==> src/sv/crcmb_pkg.sv <==
// Shared types, constants and CRC fold function for the CRC-16 frame trailer block.
package crcmb_pkg;

	localparam int unsigned BYTE_W        = 8;
	localparam int unsigned CRC_W         = 16;
	localparam int unsigned CNT_W         = 3;
	localparam int unsigned PAYLOAD_BYTES = 8;

	localparam logic [CRC_W-1:0] CRC_INIT = 16'hFFFF;
	localparam logic [CRC_W-1:0] CRC_POLY = 16'hA001;

	typedef enum logic [1:0] {
		PH_DATA,
		PH_CRC_LO,
		PH_CRC_HI
	} phase_t;

	typedef struct packed {
		logic [BYTE_W-1:0] data;
		logic [CRC_W-1:0]  crc;
		logic              last;
	} entry_t;

	function automatic logic [CRC_W-1:0] crc_fold(input logic [CRC_W-1:0] crc,
			input logic [BYTE_W-1:0] b);
		logic [CRC_W-1:0] c;
		c = crc ^ {{(CRC_W-BYTE_W){1'b0}}, b};
		for (int k = 0; k < BYTE_W; k++) begin
			if (c[0]) begin
				c = (c >> 1) ^ CRC_POLY;
			end else begin
				c = c >> 1;
			end
		end
		return c;
	endfunction

endpackage

==> src/sv/crc16_modbus_frame_appender_core.sv <==
// Top level of the CRC-16 (reflected 0xA001, init 0xFFFF) frame trailer block.
// Payload bytes pass unchanged through the registered request stage; each frame of
// PAYLOAD_BYTES bytes is followed by the CRC low byte and then the CRC high byte, the
// latter flagged with frame_end. The input accepts one byte per cycle while the output
// drains, but the last byte of a frame occupies the single request register until it and
// both CRC bytes have been sent, so the input is held until the CRC high byte is taken.
// The CRC and byte count restart on their own after each frame.
module crc16_modbus_frame_appender_core #(
	parameter int unsigned PAYLOAD_BYTES = crcmb_pkg::PAYLOAD_BYTES
) (
	input  logic                          clk,
	input  logic                          arst_n,
	input  logic                          in_valid,
	output logic                          in_ready,
	input  logic [crcmb_pkg::BYTE_W-1:0]  data_byte,
	output logic                          out_valid,
	input  logic                          out_ready,
	output logic [crcmb_pkg::BYTE_W-1:0]  tx_byte,
	output logic                          frame_end
);
	import crcmb_pkg::*;

	logic   valid_s1;
	entry_t entry_s1;
	logic   take;

	crcmb_frame #(
		.PAYLOAD_BYTES(PAYLOAD_BYTES)
	) u_frame (
		.clk      (clk),
		.arst_n   (arst_n),
		.in_valid (in_valid),
		.in_ready (in_ready),
		.data_byte(data_byte),
		.take     (take),
		.valid_s1 (valid_s1),
		.entry_s1 (entry_s1)
	);

	crcmb_emit u_emit (
		.clk      (clk),
		.arst_n   (arst_n),
		.valid_s1 (valid_s1),
		.entry_s1 (entry_s1),
		.take     (take),
		.out_valid(out_valid),
		.out_ready(out_ready),
		.tx_byte  (tx_byte),
		.frame_end(frame_end)
	);

endmodule

==> src/sv/crcmb_frame.sv <==
// Frame tracker: running CRC, byte count and the registered request stage.
module crcmb_frame #(
	parameter int unsigned PAYLOAD_BYTES = crcmb_pkg::PAYLOAD_BYTES
) (
	input  logic                          clk,
	input  logic                          arst_n,
	input  logic                          in_valid,
	output logic                          in_ready,
	input  logic [crcmb_pkg::BYTE_W-1:0]  data_byte,
	input  logic                          take,
	output logic                          valid_s1,
	output crcmb_pkg::entry_t             entry_s1
);
	import crcmb_pkg::*;

	logic [CRC_W-1:0] crc_q;
	logic [CNT_W-1:0] count_q;
	logic [CRC_W-1:0] crc_next;
	logic [CNT_W:0]   taken;
	logic             last;
	logic             accept;

	assign crc_next = crc_fold(crc_q, data_byte);
	assign taken    = {1'b0, count_q} + {{CNT_W{1'b0}}, 1'b1};
	assign last     = taken >= (CNT_W+1)'(PAYLOAD_BYTES);
	assign in_ready = !valid_s1 || take;
	assign accept   = in_valid && in_ready;

	always_ff @(posedge clk or negedge arst_n) begin
		if (!arst_n) begin
			crc_q    <= CRC_INIT;
			count_q  <= '0;
			valid_s1 <= 1'b0;
		end else begin
			if (accept) begin
				valid_s1 <= 1'b1;
				if (last) begin
					crc_q   <= CRC_INIT;
					count_q <= '0;
				end else begin
					crc_q   <= crc_next;
					count_q <= taken[CNT_W-1:0];
				end
			end else if (take) begin
				valid_s1 <= 1'b0;
			end
		end
	end

	always_ff @(posedge clk) begin
		if (accept) begin
			entry_s1.data <= data_byte;
			entry_s1.crc  <= crc_next;
			entry_s1.last <= last;
		end
	end

	a_count_range: assert property (@(posedge clk) disable iff (!arst_n)
		({1'b0, count_q} < (CNT_W+1)'(PAYLOAD_BYTES)))
		else $error("byte count beyond frame length");

endmodule

==> src/sv/crcmb_emit.sv <==
// Output sequencer: payload byte, then CRC low and high bytes on the last byte of a frame.
module crcmb_emit (
	input  logic                          clk,
	input  logic                          arst_n,
	input  logic                          valid_s1,
	input  crcmb_pkg::entry_t             entry_s1,
	output logic                          take,
	output logic                          out_valid,
	input  logic                          out_ready,
	output logic [crcmb_pkg::BYTE_W-1:0]  tx_byte,
	output logic                          frame_end
);
	import crcmb_pkg::*;

	phase_t phase_q;
	phase_t phase_next;
	logic   fire;

	assign fire = valid_s1 && out_ready;

	always_comb begin
		phase_next = phase_q;
		if (fire) begin
			case (phase_q)
				PH_DATA:   phase_next = entry_s1.last ? PH_CRC_LO : PH_DATA;
				PH_CRC_LO: phase_next = PH_CRC_HI;
				PH_CRC_HI: phase_next = PH_DATA;
				default:   phase_next = PH_DATA;
			endcase
		end
	end

	always_comb begin
		out_valid = valid_s1;
		frame_end = 1'b0;
		take      = 1'b0;
		case (phase_q)
			PH_DATA: begin
				tx_byte = entry_s1.data;
				take    = fire && !entry_s1.last;
			end
			PH_CRC_LO: begin
				tx_byte = entry_s1.crc[BYTE_W-1:0];
			end
			PH_CRC_HI: begin
				tx_byte   = entry_s1.crc[CRC_W-1:BYTE_W];
				frame_end = 1'b1;
				take      = fire;
			end
			default: begin
				tx_byte = entry_s1.data;
			end
		endcase
	end

	always_ff @(posedge clk or negedge arst_n) begin
		if (!arst_n) begin
			phase_q <= PH_DATA;
		end else begin
			phase_q <= phase_next;
		end
	end

	a_trailer_needs_request: assert property (@(posedge clk) disable iff (!arst_n)
		(phase_q != PH_DATA) |-> (valid_s1 && entry_s1.last))
		else $error("trailer phase without a closing request");

	a_stall_holds_phase: assert property (@(posedge clk) disable iff (!arst_n)
		(valid_s1 && !out_ready) |=> $stable(phase_q))
		else $error("phase advanced while stalled");

	a_end_releases: assert property (@(posedge clk) disable iff (!arst_n)
		(out_valid && out_ready && frame_end) |=> (phase_q == PH_DATA))
		else $error("frame end did not return to payload phase");

	a_take_on_final: assert property (@(posedge clk) disable iff (!arst_n)
		take |-> (fire && (frame_end || !entry_s1.last)))
		else $error("request released before its last byte");

endmodule

==> config.mk <==
export PLATFORM = sky130hd
export DESIGN_NAME = crc16_modbus_frame_appender_core
export DESIGN_NICKNAME = d
export VERILOG_FILES = /design/src/sv/crcmb_pkg.sv /design/src/sv/crc16_modbus_frame_appender_core.sv /design/src/sv/crcmb_frame.sv /design/src/sv/crcmb_emit.sv
export SDC_FILE = /design/constraint.sdc
export NUM_CORES = 1
export LEC_CHECK = 0
export BUFFER_PORTS_ARGS = -buffer_cell sky130_fd_sc_hd__buf_4
export CAP_MARGIN = 20
export CORE_ASPECT_RATIO = 2
export CORE_MARGIN = 4
export CORE_UTILIZATION = 30
export CTS_BUF_LIST = sky130_fd_sc_hd__clkbuf_8
export DETAILED_ROUTE_END_ITERATION = 10
export PLACE_DENSITY = 0.46
export RECOVER_POWER = 25
export SYNTH_ARGS = -nofsm -noshare
export SYNTH_HDL_FRONTEND = slang
export SYNTH_SLANG_ARGS = --single-unit
==> constraint.sdc <==
create_clock -name clk -period 3.7 [get_ports clk]
set_input_delay 0.185 -clock clk [delete_from_list [all_inputs] [get_ports clk]]
set_output_delay 0.185 -clock clk [all_outputs]
set_load 0.02 [all_outputs]
==> out/metrics.cfg, run 1 <==
[status]
status=complete, no violations

[synthesis]
synth_top_area_share_pct=35.74
ys_seq_area_share_pct=62.89
synth_area_um2=2101
synthArstFlopShare_pct=46.81
post-synth-top-count-cell=nor2_1
synth_cell_types=30
ys_top_cells_by_area=edfxtp_1, dfstp_2, dfrtp_1, nor2_1, xnor2_1
synth_nets=187
synth_edf_count=25
ys.flop_type=edfxtp_1
yosys_warnings=0
ys_ff_latch=47
synthCells=171
synth_top_area_cell=edfxtp_1
synthTopCellsByCount=nor2_1, edfxtp_1, a21oi_1
avgSynthCellArea_um2=12.29

[placement]
io_buffers=22
post-dp-hpwl_mm=3.075
place_congestion=0.7528

[flow_run]
maxCapViolCount=0

[floorplan]
io_pins=23
die_w_um=67.17
fp.coreArea_um2=6726
rows=42
die_h_um=126.3
dieArea_um2=8486
start_util_pct=31.23

[global_route]
grt_max_degree=24
antenna_found_initial=0
grt_overflow_total=0
grt_pass1_vias=1291
grt_pass1_wl_mm=6.534
track_usage_pct=10.44

[clock_network]
cts_tree=done
clock_latency_ns=0.30
clock-sinks=47
clkSlewWorstSetupHoldPaths_ns=0.08
clk_path_buf_depth=2
cts_max_level=2
cts_made_buffers=5
ctsResizeCount=0
clock-root-buffer=clkbuf_8

[sta]
rsz0062_at_grt=false
worst_pin_slew_ns=1.315
relSlewSlack_pct=12.31
max_freq_mhz=435.7
fin_crit_sh_pct=62.03
setup_viol=0
fin_crit_ns=2.295
tns_ns=0
slew_violations=0
skew_ns=0.003980
hold_violations=0

[setup_path]
worstSetupPathType=flop to flop
required_ns=3.76
crit_fanout=4
arrival_ns=2.35
end_kind=flop
cp-start-kind=flop

[route]
drt_iter0_drc=65
drt-total-wl_mm=4.007
viasPerCell=4.498
drc=0
wl_per_cell_um=14.06
firstDrtPassIters=4
ant_nets=0
wl_met2_mm=2.204
met3_length_um=166
m1WireLength_mm=1.535
highest-signal-layer=met4
vias=1282

[min_path]
min_path_type=input port to flop

[cells_and_area]
fin_nets=212
drive_gt1_share_pct=22.84
num_antenna_cells=0
fill_cells=737
synthToLayoutAreaGrowth_pct=16.02

## registers in the layout, indices dropped and copies added (netlist names)
register / flops
u_frame.count_q: 3
u_frame.valid_s1: 1
u_emit.phase_q: 2
u_frame.crc_q: 16
u_frame.entry_s1: 25
## logic make-up (layout without fill, tap and decap cells)
logic type      count (synthesis)  after routing  synth area share (%)
fa+ha+maj                       4              4                 2.382
compound gates                 39             39                 11.32
mux                             1              1                0.5360
buf+inv                        17             43                 3.037
simple gates                   41             41                 7.803
xor+xnor                       22             22                 12.03
flops                          47             47                 62.89
## path summary, 6_finish.rpt
path / cells past startpoint / start / end / slack [ns]
setup reg to reg: 5 / u_frame.crc_q[0]$_DFFE_PN1P_ / u_frame.entry_s1[1]$_DFFE_PP_ / 1.40
hold reg to reg: 2 / u_frame.crc_q[9]$_DFFE_PN1P_ / u_frame.crc_q[9]$_DFFE_PN1P_ / 0.51
setup / recovery: 5 / u_frame.crc_q[0]$_DFFE_PN1P_ / u_frame.entry_s1[1]$_DFFE_PP_ / 1.40
max in group asynchronous: 2 / arst_n / u_frame.valid_s1$_DFFE_PN0P_ / 2.23
hold / removal: 2 / in_valid / u_frame.valid_s1$_DFFE_PN0P_ / 0.09
min in group asynchronous: 2 / arst_n / u_frame.count_q[2]$_DFFE_PN0P_ / 0.70
## placed cells by master (no fill, tap or decap), drive strengths merged, types with 2 or more instances in the layout
| cell type | instances |
|---|---|
| xor2 | 5 |
| a21oi | 21 |
| nand2 | 5 |
| nand3 | 2 |
| buf | 15 |
| clkbuf | 14 |
| dfstp | 16 |
| edfxtp | 25 |
| xor3 | 2 |
| nor2 | 31 |
| xnor2 | 14 |
| dfrtp | 6 |
| ha | 4 |
| o22a | 2 |
| inv | 11 |
| clkinv | 2 |
| o21ai | 3 |
| a22oi | 8 |
| a31oi | 2 |
## stage by stage
step / cell area [um^2] / util, % / hold slack (ns) / std cells / setup WS (ns)
after floorplan: 2101 / - / -0.1106 / 171 / 0.8850
after global placement: 2376 / 35.32 / 0.1032 / 276 / 1.418
after detailed placement: 2376 / 35.32 / 0.1129 / 276 / 1.397
after CTS: 2467 / 36.68 / 0.05960 / 285 / 1.372
after global routing: 2437 / 36.24 / 0.07661 / 285 / 1.182
final: 2437 / 36.24 / 0.09062 / 285 / 1.405
## critical path, cell delays in order (launching register included)
cell	delay [ns]
dfstp_2	0.56
xnor2_2	0.15
xor3_1	0.46
xor3_2	0.47
xnor3_1	0.36
inv_1	0.06
## layout make-up
class                   count  area (um^2)  share of cell area (%)
well taps                  88        110.1                   4.517
multi-input cells         107        726.9                   29.83
repair buffers             25        160.2                   6.571
flip-flops and latches     47         1321                   54.21
clock inverters             3        12.51                  0.5133
clock buffers               5        68.82                   2.823
inverters                  10        37.54                   1.540
## what timing repair did
action,4_1_cts,5_1_grt
endpoints found under the setup margin,0,0
setup buffers,0,0
hold endpoints to repair,6,0
hold buffers,1,0
## metal layers
metal	vias to the layer above	track usage, %
li1	634	-
met1	615	11.75
met2	26	17.40
met3	7	2.655
met4	0	5.742
met5	-	0
Power of run 1 is left out: the tool's default activity adds up to more than one toggle a clock period on the data nets, which glitch-free logic cannot reach.
==> run 2: changes to the inputs <==
ABC_AREA = 1   (was default)
PLACE_DENSITY = 0.48   (was 0.46)
clock period = 1.8 ns   (was 3.7 ns; I/O delays follow)
==> out/metrics.cfg, run 2 <==
[clock_network]
cts_made_buffers=5  ; unchanged
clock-root-buffer=clkbuf_8
cts_max_level=2  ; unchanged
clock-sinks=47  ; unchanged
clkSlewWorstSetupHoldPaths_ns=0.09  ; about the same
cts_tree=done
clock_latency_ns=0.31  ; about the same
clk_path_buf_depth=2  ; unchanged

[cells_and_area]
num_antenna_cells=0  ; unchanged
stdcell_count=381  ; +34%
layout_commonest_cell=buf_4
largest_reg_flops=25  ; unchanged
synthToLayoutAreaGrowth_pct=35.78
drive_gt1_share_pct=47.04  ; +24 points
fill_cells=754  ; +2.3%
final_cell_mix=buf_4, nand2_1, edfxtp_1, inv_1, dfstp_2
fin_nets=302  ; +42%
largest_register=u_frame.entry_s1
reg.largest.list=u_frame.entry_s1 x25, u_frame.crc_q x16, u_frame.count_q x3

[min_path]
holdPathEnd=u_frame.valid_s1$_DFFE_PN0P_
hold_depth=3  ; +1
min_from=in_valid
min_path_type=input port to flop

[setup_path]
required_ns=1.86  ; -1.90 ns
reg2regPathDepth=15  ; +10
cp_cell_sequence=inv_2 -> nand2_2 -> nand2_4 -> nand2_4 -> nand2_4 -> nand2_4 -> nand3_4 -> nand2_4 -> nand2_4 -> nand3_4 -> nand2_4 -> nand2_4 -> nand3_2 -> nand3_2 -> nand2_1
worstSetupPathType=flop to flop
r2r_start=u_frame.crc_q[0]$_DFFE_PN1P_
rrSetupSlack_ns=-0.21  ; -1.62 ns
max_stage_delay_ns=0.57  ; about the same
cp_common_cell=nand2_4
arrival_ns=2.08  ; -0.27 ns
critPathSlowestCell=dfstp_2
end_kind=flop
cp-start-kind=flop
crit_fanout=4  ; unchanged
r2r-end=u_frame.entry_s1[14]$_DFFE_PP_

[route]
firstDrtPassIters=4  ; unchanged
vias=1710  ; +33%
viasPerCell=4.488  ; -0.22%
wl_per_cell_um=13.38  ; -4.8%
drt-total-wl_mm=5.098  ; +27%
ant_nets=0  ; unchanged
drt_iter0_drc=47  ; -28%
drc=0  ; unchanged

[synthesis]
synthCells=225  ; +32%
synthArstFlopShare_pct=46.81  ; unchanged
ys_ff_latch=47  ; unchanged
synthTopCellsByCount=nand2_1, edfxtp_1, inv_1
synth_top_area_share_pct=31.30  ; -4.4 points
synth_top_area_cell=edfxtp_1
synth_nets=241  ; +29%
synth_edf_count=25  ; unchanged
ys_top_cells_by_area=edfxtp_1, dfstp_2, nand2_1, dfrtp_1, nand2_4
synth_area_um2=2399  ; +14%
post-synth-top-count-cell=nand2_1
yosys_warnings=0  ; unchanged
ys_seq_area_share_pct=55.09  ; -7.8 points
ys.flop_type=edfxtp_1
avgSynthCellArea_um2=10.66  ; -13%
synth_cell_types=29  ; -3.3%

[status]
violations=setup timing
status=complete, but fails checks

[power]
p_int_mw=4.294
power_frac_clock_pct=10.2
ir_drop_uv=675.7
cellPowerDensity_nw_per_um2=2258
sequentialPowerShare_pct=28.7
power_frac_comb_pct=61.1
leakagePower_nw=1.425
switching_share_pct=41.60
switchingPower_mw=3.059

[global_route]
use_met1_pct=11.55  ; -0.20 points
track_usage_pct=11.63  ; +1.2 points
grt_most_used_layer=met2
use_met2_pct=22.18  ; +4.8 points
grt_overflow_total=0  ; unchanged
grt_max_degree=23  ; -4.2%
grt_util_met3_pct=1.788  ; -0.87 points
antenna_found_initial=0  ; unchanged
grt_pass1_vias=1742  ; +35%
grt_pass1_wl_mm=8.418  ; +29%

[sta]
fin_crit_ns=2.013  ; -0.2825 ns
fin_crit_sh_pct=111.8  ; +50 points
slew_violations=0  ; unchanged
holdWs_ns=0.07794  ; -0.01268 ns
skew_ns=0.009216  ; +0.005237 ns
layout_setup_ws_ns=-0.2126  ; -1.617 ns
setup_viol=14  ; +14
rsz0062_at_grt=true
hold_violations=0  ; unchanged
worst_pin_slew_ns=1.378  ; +0.06315 ns
relSlewSlack_pct=8.104  ; -4.2 points
max_freq_mhz=496.9  ; +14%

[floorplan]
start_util_pct=31.09  ; -0.14 points
fp.coreArea_um2=7714  ; +15%
die_h_um=134.5  ; +6.4%
rows=45  ; +7.1%
die_w_um=71.23  ; +6.0%
io_pins=23  ; unchanged
dieArea_um2=9576  ; +13%

[placement]
io_buffers=22  ; unchanged
post-dp-hpwl_mm=3.869  ; +26%
dp.cells=358  ; +30%
place_congestion=0.7745  ; +2.9%

[flow_run]
maxCapViolCount=0  ; unchanged

## run 2: cell types whose count changed after synthesis, moves of 9 or more
cell	delta
inv_1	+15
nor2_1	-19
nand3_1	+10
nand2_4	+9
a21oi_1	-17
nand2_1	+39
## run 2: timing repair
item / in CTS / in global routing
cloned: 0 / 0
hold endpoints to repair: 30 / 0
pin swaps: 2 / 3
hold buffers: 9 / 0
setup buffers: 3 / 3
gates resized for setup: 14 / 12
setup endpoints to repair: 20 / 49
## run 2: through the flow
stage	total power, mW	utilization (%)	cell area [um^2]	setup slack (ns)	setup TNS, ns
6_report	7.353	42.22	3257	-0.2126	-1.873
5_1_grt	7.931	42.22	3257	-0.3695	-3.919
3_3_place_gp	6.103	37.53	2895	-0.2062	-1.874
2_1_floorplan	4.747	-	2459	-0.08655	-0.2277
3_5_place_dp	6.147	37.53	2895	-0.2196	-2.103
4_1_cts	7.317	41.46	3198	-0.2186	-1.873
## run 2: how the worst max path moves through the flow
stage	startpoint	end	slack [ns]	cells past startpoint
after floorplan	u_frame.crc_q[0]$_DFFE_PN1P_	u_frame.entry_s1[14]$_DFFE_PP_	-0.09	15
after global placement	u_frame.crc_q[1]$_DFFE_PN1P_	u_frame.entry_s1[14]$_DFFE_PP_	-0.21	13
after detailed placement	u_frame.crc_q[1]$_DFFE_PN1P_	u_frame.entry_s1[14]$_DFFE_PP_	-0.22	15
after CTS	u_frame.crc_q[0]$_DFFE_PN1P_	u_frame.entry_s1[14]$_DFFE_PP_	-0.22	15
after global routing	u_frame.crc_q[0]$_DFFE_PN1P_	u_frame.entry_s1[1]$_DFFE_PP_	-0.37	15
final	u_frame.crc_q[0]$_DFFE_PN1P_	u_frame.entry_s1[14]$_DFFE_PP_	-0.21	15
## run 2: final cells by class
cell class              instances  area [um^2]  share of cell area, %
clock buffers                   5        68.82                  2.113
clock inverters                 3        37.54                  1.153
inverters                      29        111.4                  3.419
multi-input cells             143         1102                  33.85
flip-flops and latches         47         1321                  40.57
well taps                      94        117.6                  3.611
repair buffers                 60        498.0                  15.29
## run 2: cell families after synthesis
kind of cell,after synthesis,synth area share (%)
AO/OA/AOI/OAI,27,7.772
XOR/XNOR,14,5.738
adder cells (fa/ha/maj),4,2.087
buffers and inverters,35,5.634
flip-flops,47,55.09
AND/OR/NAND/NOR,98,23.68
## run 2: critical path, delay by kind of cell (launching register included)
kind                   cells  cell delay (ns)
buffers and inverters      1             0.06
AND/OR/NAND/NOR           14             1.14
flip-flops                 1             0.57
## run 2: per-layer routing
metal / part of all wire [%] / vias up
met1: 36 / 822
met2: 59 / 17
met5: 0 / -
li1: - / 864
met4: 2.5 / 0
met3: 2.3 / 7
## run 2: power by group through the flow
stage / sequential (mW) / clock, mW / combinational (mW)
2_1_floorplan: 2.09 / 0 / 2.66
3_3_place_gp: 2.11 / 0 / 3.99
3_5_place_dp: 2.13 / 0 / 4.02
4_1_cts: 2.11 / 0.785 / 4.42
5_1_grt: 2.17 / 0.819 / 4.95
6_report: 2.11 / 0.749 / 4.50
(Power assumes the default switching activity.)
==> run 3: changes to the inputs <==
CELL_PAD_IN_SITES_DETAIL_PLACEMENT = 1   (was default)
CELL_PAD_IN_SITES_GLOBAL_PLACEMENT = 2   (was default)
PLACE_DENSITY = 0.66   (was 0.48)
==> out/metrics.cfg, run 3 (synthesized netlist as in run 2, its figures left out) <==
[global_route]
grt_pass1_vias=1912  ; +9.8%
track_usage_pct=12.84  ; +1.2 points
antenna_found_initial=0  ; unchanged
grt_pass1_wl_mm=9.370  ; +11%
grt_max_degree=23  ; unchanged
grt_overflow_total=0  ; unchanged

[cells_and_area]
synthToLayoutAreaGrowth_pct=40.06
final_cell_mix=buf_4, nand2_1, edfxtp_1, inv_1, dfstp_2
finalInstanceArea_um2=3359  ; +3.2%
fin_nets=307  ; +1.7%
largest_register=u_frame.entry_s1
largest_reg_flops=25  ; unchanged
reg.largest.list=u_frame.entry_s1 x25, u_frame.crc_q x16, u_frame.count_q x3
num_antenna_cells=0  ; unchanged
layout_commonest_cell=buf_4
drive_gt1_share_pct=48.63  ; +1.6 points
final_util_pct=43.55  ; +1.3 points

[floorplan]
die_h_um=134.5  ; unchanged
start_util_pct=31.09  ; unchanged
rows=45  ; unchanged
dieArea_um2=9576  ; unchanged
fp.coreArea_um2=7714  ; unchanged
die_w_um=71.23  ; unchanged
io_pins=23  ; unchanged

[clock_network]
clk_path_buf_depth=2  ; unchanged
clock_latency_ns=0.31  ; about the same
cts_tree=done
clock-root-buffer=clkbuf_8
clkSlewWorstSetupHoldPaths_ns=0.08  ; about the same
cts_made_buffers=5  ; unchanged
cts_max_level=2  ; unchanged
clock-sinks=47  ; unchanged

[sta]
worst_pin_slew_ns=1.364  ; -0.01446 ns
setup_viol=13  ; -1
holdWs_ns=0.04687  ; -0.03107 ns
fin_crit_sh_pct=113.3  ; +1.5 points
fin_crit_ns=2.039  ; +0.02680 ns
relSlewSlack_pct=9.069  ; +0.96 points
slew_violations=0  ; unchanged
max_freq_mhz=490.3  ; -1.3%
layout_setup_ws_ns=-0.2394  ; -0.02680 ns
hold_violations=0  ; unchanged
skew_ns=0.009300  ; +0.00008421 ns
rsz0062_at_grt=true

[setup_path]
rrSetupSlack_ns=-0.24  ; -0.03 ns
arrival_ns=2.11  ; +0.03 ns
required_ns=1.87  ; about the same
crit_buf_inv=3  ; +2
end_kind=flop
cp-start-kind=flop
r2r_start=u_frame.crc_q[0]$_DFFE_PN1P_
crit_fanout=4  ; unchanged
worstSetupPathType=flop to flop
reg2regPathDepth=15  ; unchanged
r2r-end=u_frame.entry_s1[14]$_DFFE_PP_
critPathSlowestCell=dfstp_2
cp_cell_sequence=inv_2 -> nand2_2 -> nand2_4 -> nand2_4 -> nand2_4 -> nand2_4 -> nand3_4 -> nand2_4 -> nand2_4 -> nand3_4 -> nand2_4 -> buf_4 -> buf_4 -> nand3_2 -> nand2_1
crit_family=simple AND/OR/NAND/NOR gates
max_stage_delay_ns=0.57  ; about the same
cp_common_cell=nand2_4

[route]
drt-total-wl_mm=5.767  ; +13%
drc=0  ; unchanged
drt_iter0_drc=24  ; -49%
wl_per_cell_um=14.94  ; +12%
vias=1781  ; +4.2%
viasPerCell=4.614  ; +2.8%
firstDrtPassIters=4  ; unchanged
ant_nets=0  ; unchanged

[placement]
post-dp-hpwl_mm=4.097  ; +5.9%
io_buffers=22  ; unchanged
place_area_um2=2893  ; about the same
place_congestion=0.7498  ; -3.2%

[power]
switching_share_pct=42.72  ; +1.1 points
power_frac_clock_pct=8.1  ; -2.1 points
cellPowerDensity_nw_per_um2=2299  ; +1.8%
leakagePower_nw=1.456  ; +2.2%
p_int_mw=4.423  ; +3.0%
power_frac_comb_pct=64.6  ; +3.5 points
switchingPower_mw=3.299  ; +7.9%
sequentialPowerShare_pct=27.3  ; -1.4 points
ir_drop_uv=832.2  ; +23%

[min_path]
min_from=in_valid
min_path_type=input port to flop
holdPathEnd=u_frame.valid_s1$_DFFE_PN0P_
hold_depth=3  ; unchanged

[status]
status=complete, but fails checks
violations=setup timing

[flow_run]
maxCapViolCount=0  ; unchanged

==> run 3: cell types whose count changed in the layout (fill, tap and decap cells not counted), sizes merged <==
cell	previous run	this run
clkinvlp	0	1
inv	31	30
buf	50	55
clkinv	0	1
bufinv	1	0
==> run 3: through the flow <==
stage / std cells / setup WS [ns] / setup TNS (ns) / total power [mW]
CTS: 379 / -0.2411 / -2.109 / 7.246
detailed placement: 356 / -0.2730 / -1.953 / 6.193
global placement: 356 / -0.2240 / -1.363 / 6.151
finish: 386 / -0.2394 / -2.130 / 7.723
global route: 386 / -0.3709 / -4.026 / 8.295
floorplan: 225 / -0.08655 / -0.2277 / 4.747
==> run 3: worst register-to-register path: cells and delay by family (launching register included) <==
kind,cells,cell delay (ns)
buffers and inverters,3,0.33
DFF,1,0.57
and+or+nand+nor,12,0.92
==> run 3: final cells by class <==
| cell class | instances | area, um^2 |
|---|---|---|
| Sequential cell | 47 | 1321 |
| Timing Repair Buffer | 65 | 568.0 |
| Fill cell | 835 | 4354 |
| Inverter | 29 | 111.4 |
| Clock buffer | 5 | 68.82 |
| Tap cell | 94 | 117.6 |
| Clock inverter | 3 | 16.27 |
| Multi-Input combinational cell | 143 | 1156 |
==> run 3: power by group through the flow <==
stage,Combinational [mW],Sequential (mW),Clock [mW]
finish,4.99,2.11,0.625
global route,5.44,2.16,0.700
CTS,4.48,2.11,0.654
detailed placement,4.06,2.13,0
global placement,4.04,2.11,0
floorplan,2.66,2.09,0
==> run 3: worst max-delay path by stage <==
stage / from / to / slack [ns] / cells past startpoint
after global routing: u_frame.crc_q[0]$_DFFE_PN1P_ / u_frame.entry_s1[1]$_DFFE_PP_ / -0.37 / 15
after global placement: u_frame.crc_q[1]$_DFFE_PN1P_ / u_frame.entry_s1[1]$_DFFE_PP_ / -0.22 / 13
final: u_frame.crc_q[0]$_DFFE_PN1P_ / u_frame.entry_s1[14]$_DFFE_PP_ / -0.24 / 15
after detailed placement: u_frame.crc_q[0]$_DFFE_PN1P_ / u_frame.entry_s1[1]$_DFFE_PP_ / -0.27 / 13
after floorplan: u_frame.crc_q[0]$_DFFE_PN1P_ / u_frame.entry_s1[14]$_DFFE_PP_ / -0.09 / 15
after CTS: u_frame.crc_q[0]$_DFFE_PN1P_ / u_frame.entry_s1[14]$_DFFE_PP_ / -0.24 / 15
==> run 3: repair_timing <==
action | 4_1_cts | 5_1_grt
cloned | 0 | 0
hold endpoints to repair | 30 | 0
setup endpoints to repair | 23 | 31
hold buffers | 9 | 0
pin swaps | 6 | 7
setup buffers | 6 | 7
gates resized for setup | 13 | 23
==> run 3: per-layer routing <==
metal | share of wire (%) | track usage, % | vias to the layer above | wire (um)
li1 | - | - | 870 | -
met1 | 35 | 12.08 | 888 | 2019
met2 | 61 | 25.61 | 16 | 3513
met3 | 2.0 | 2.310 | 7 | 116
met4 | 2.0 | 5.649 | 0 | 118
met5 | 0 | 0 | - | 0
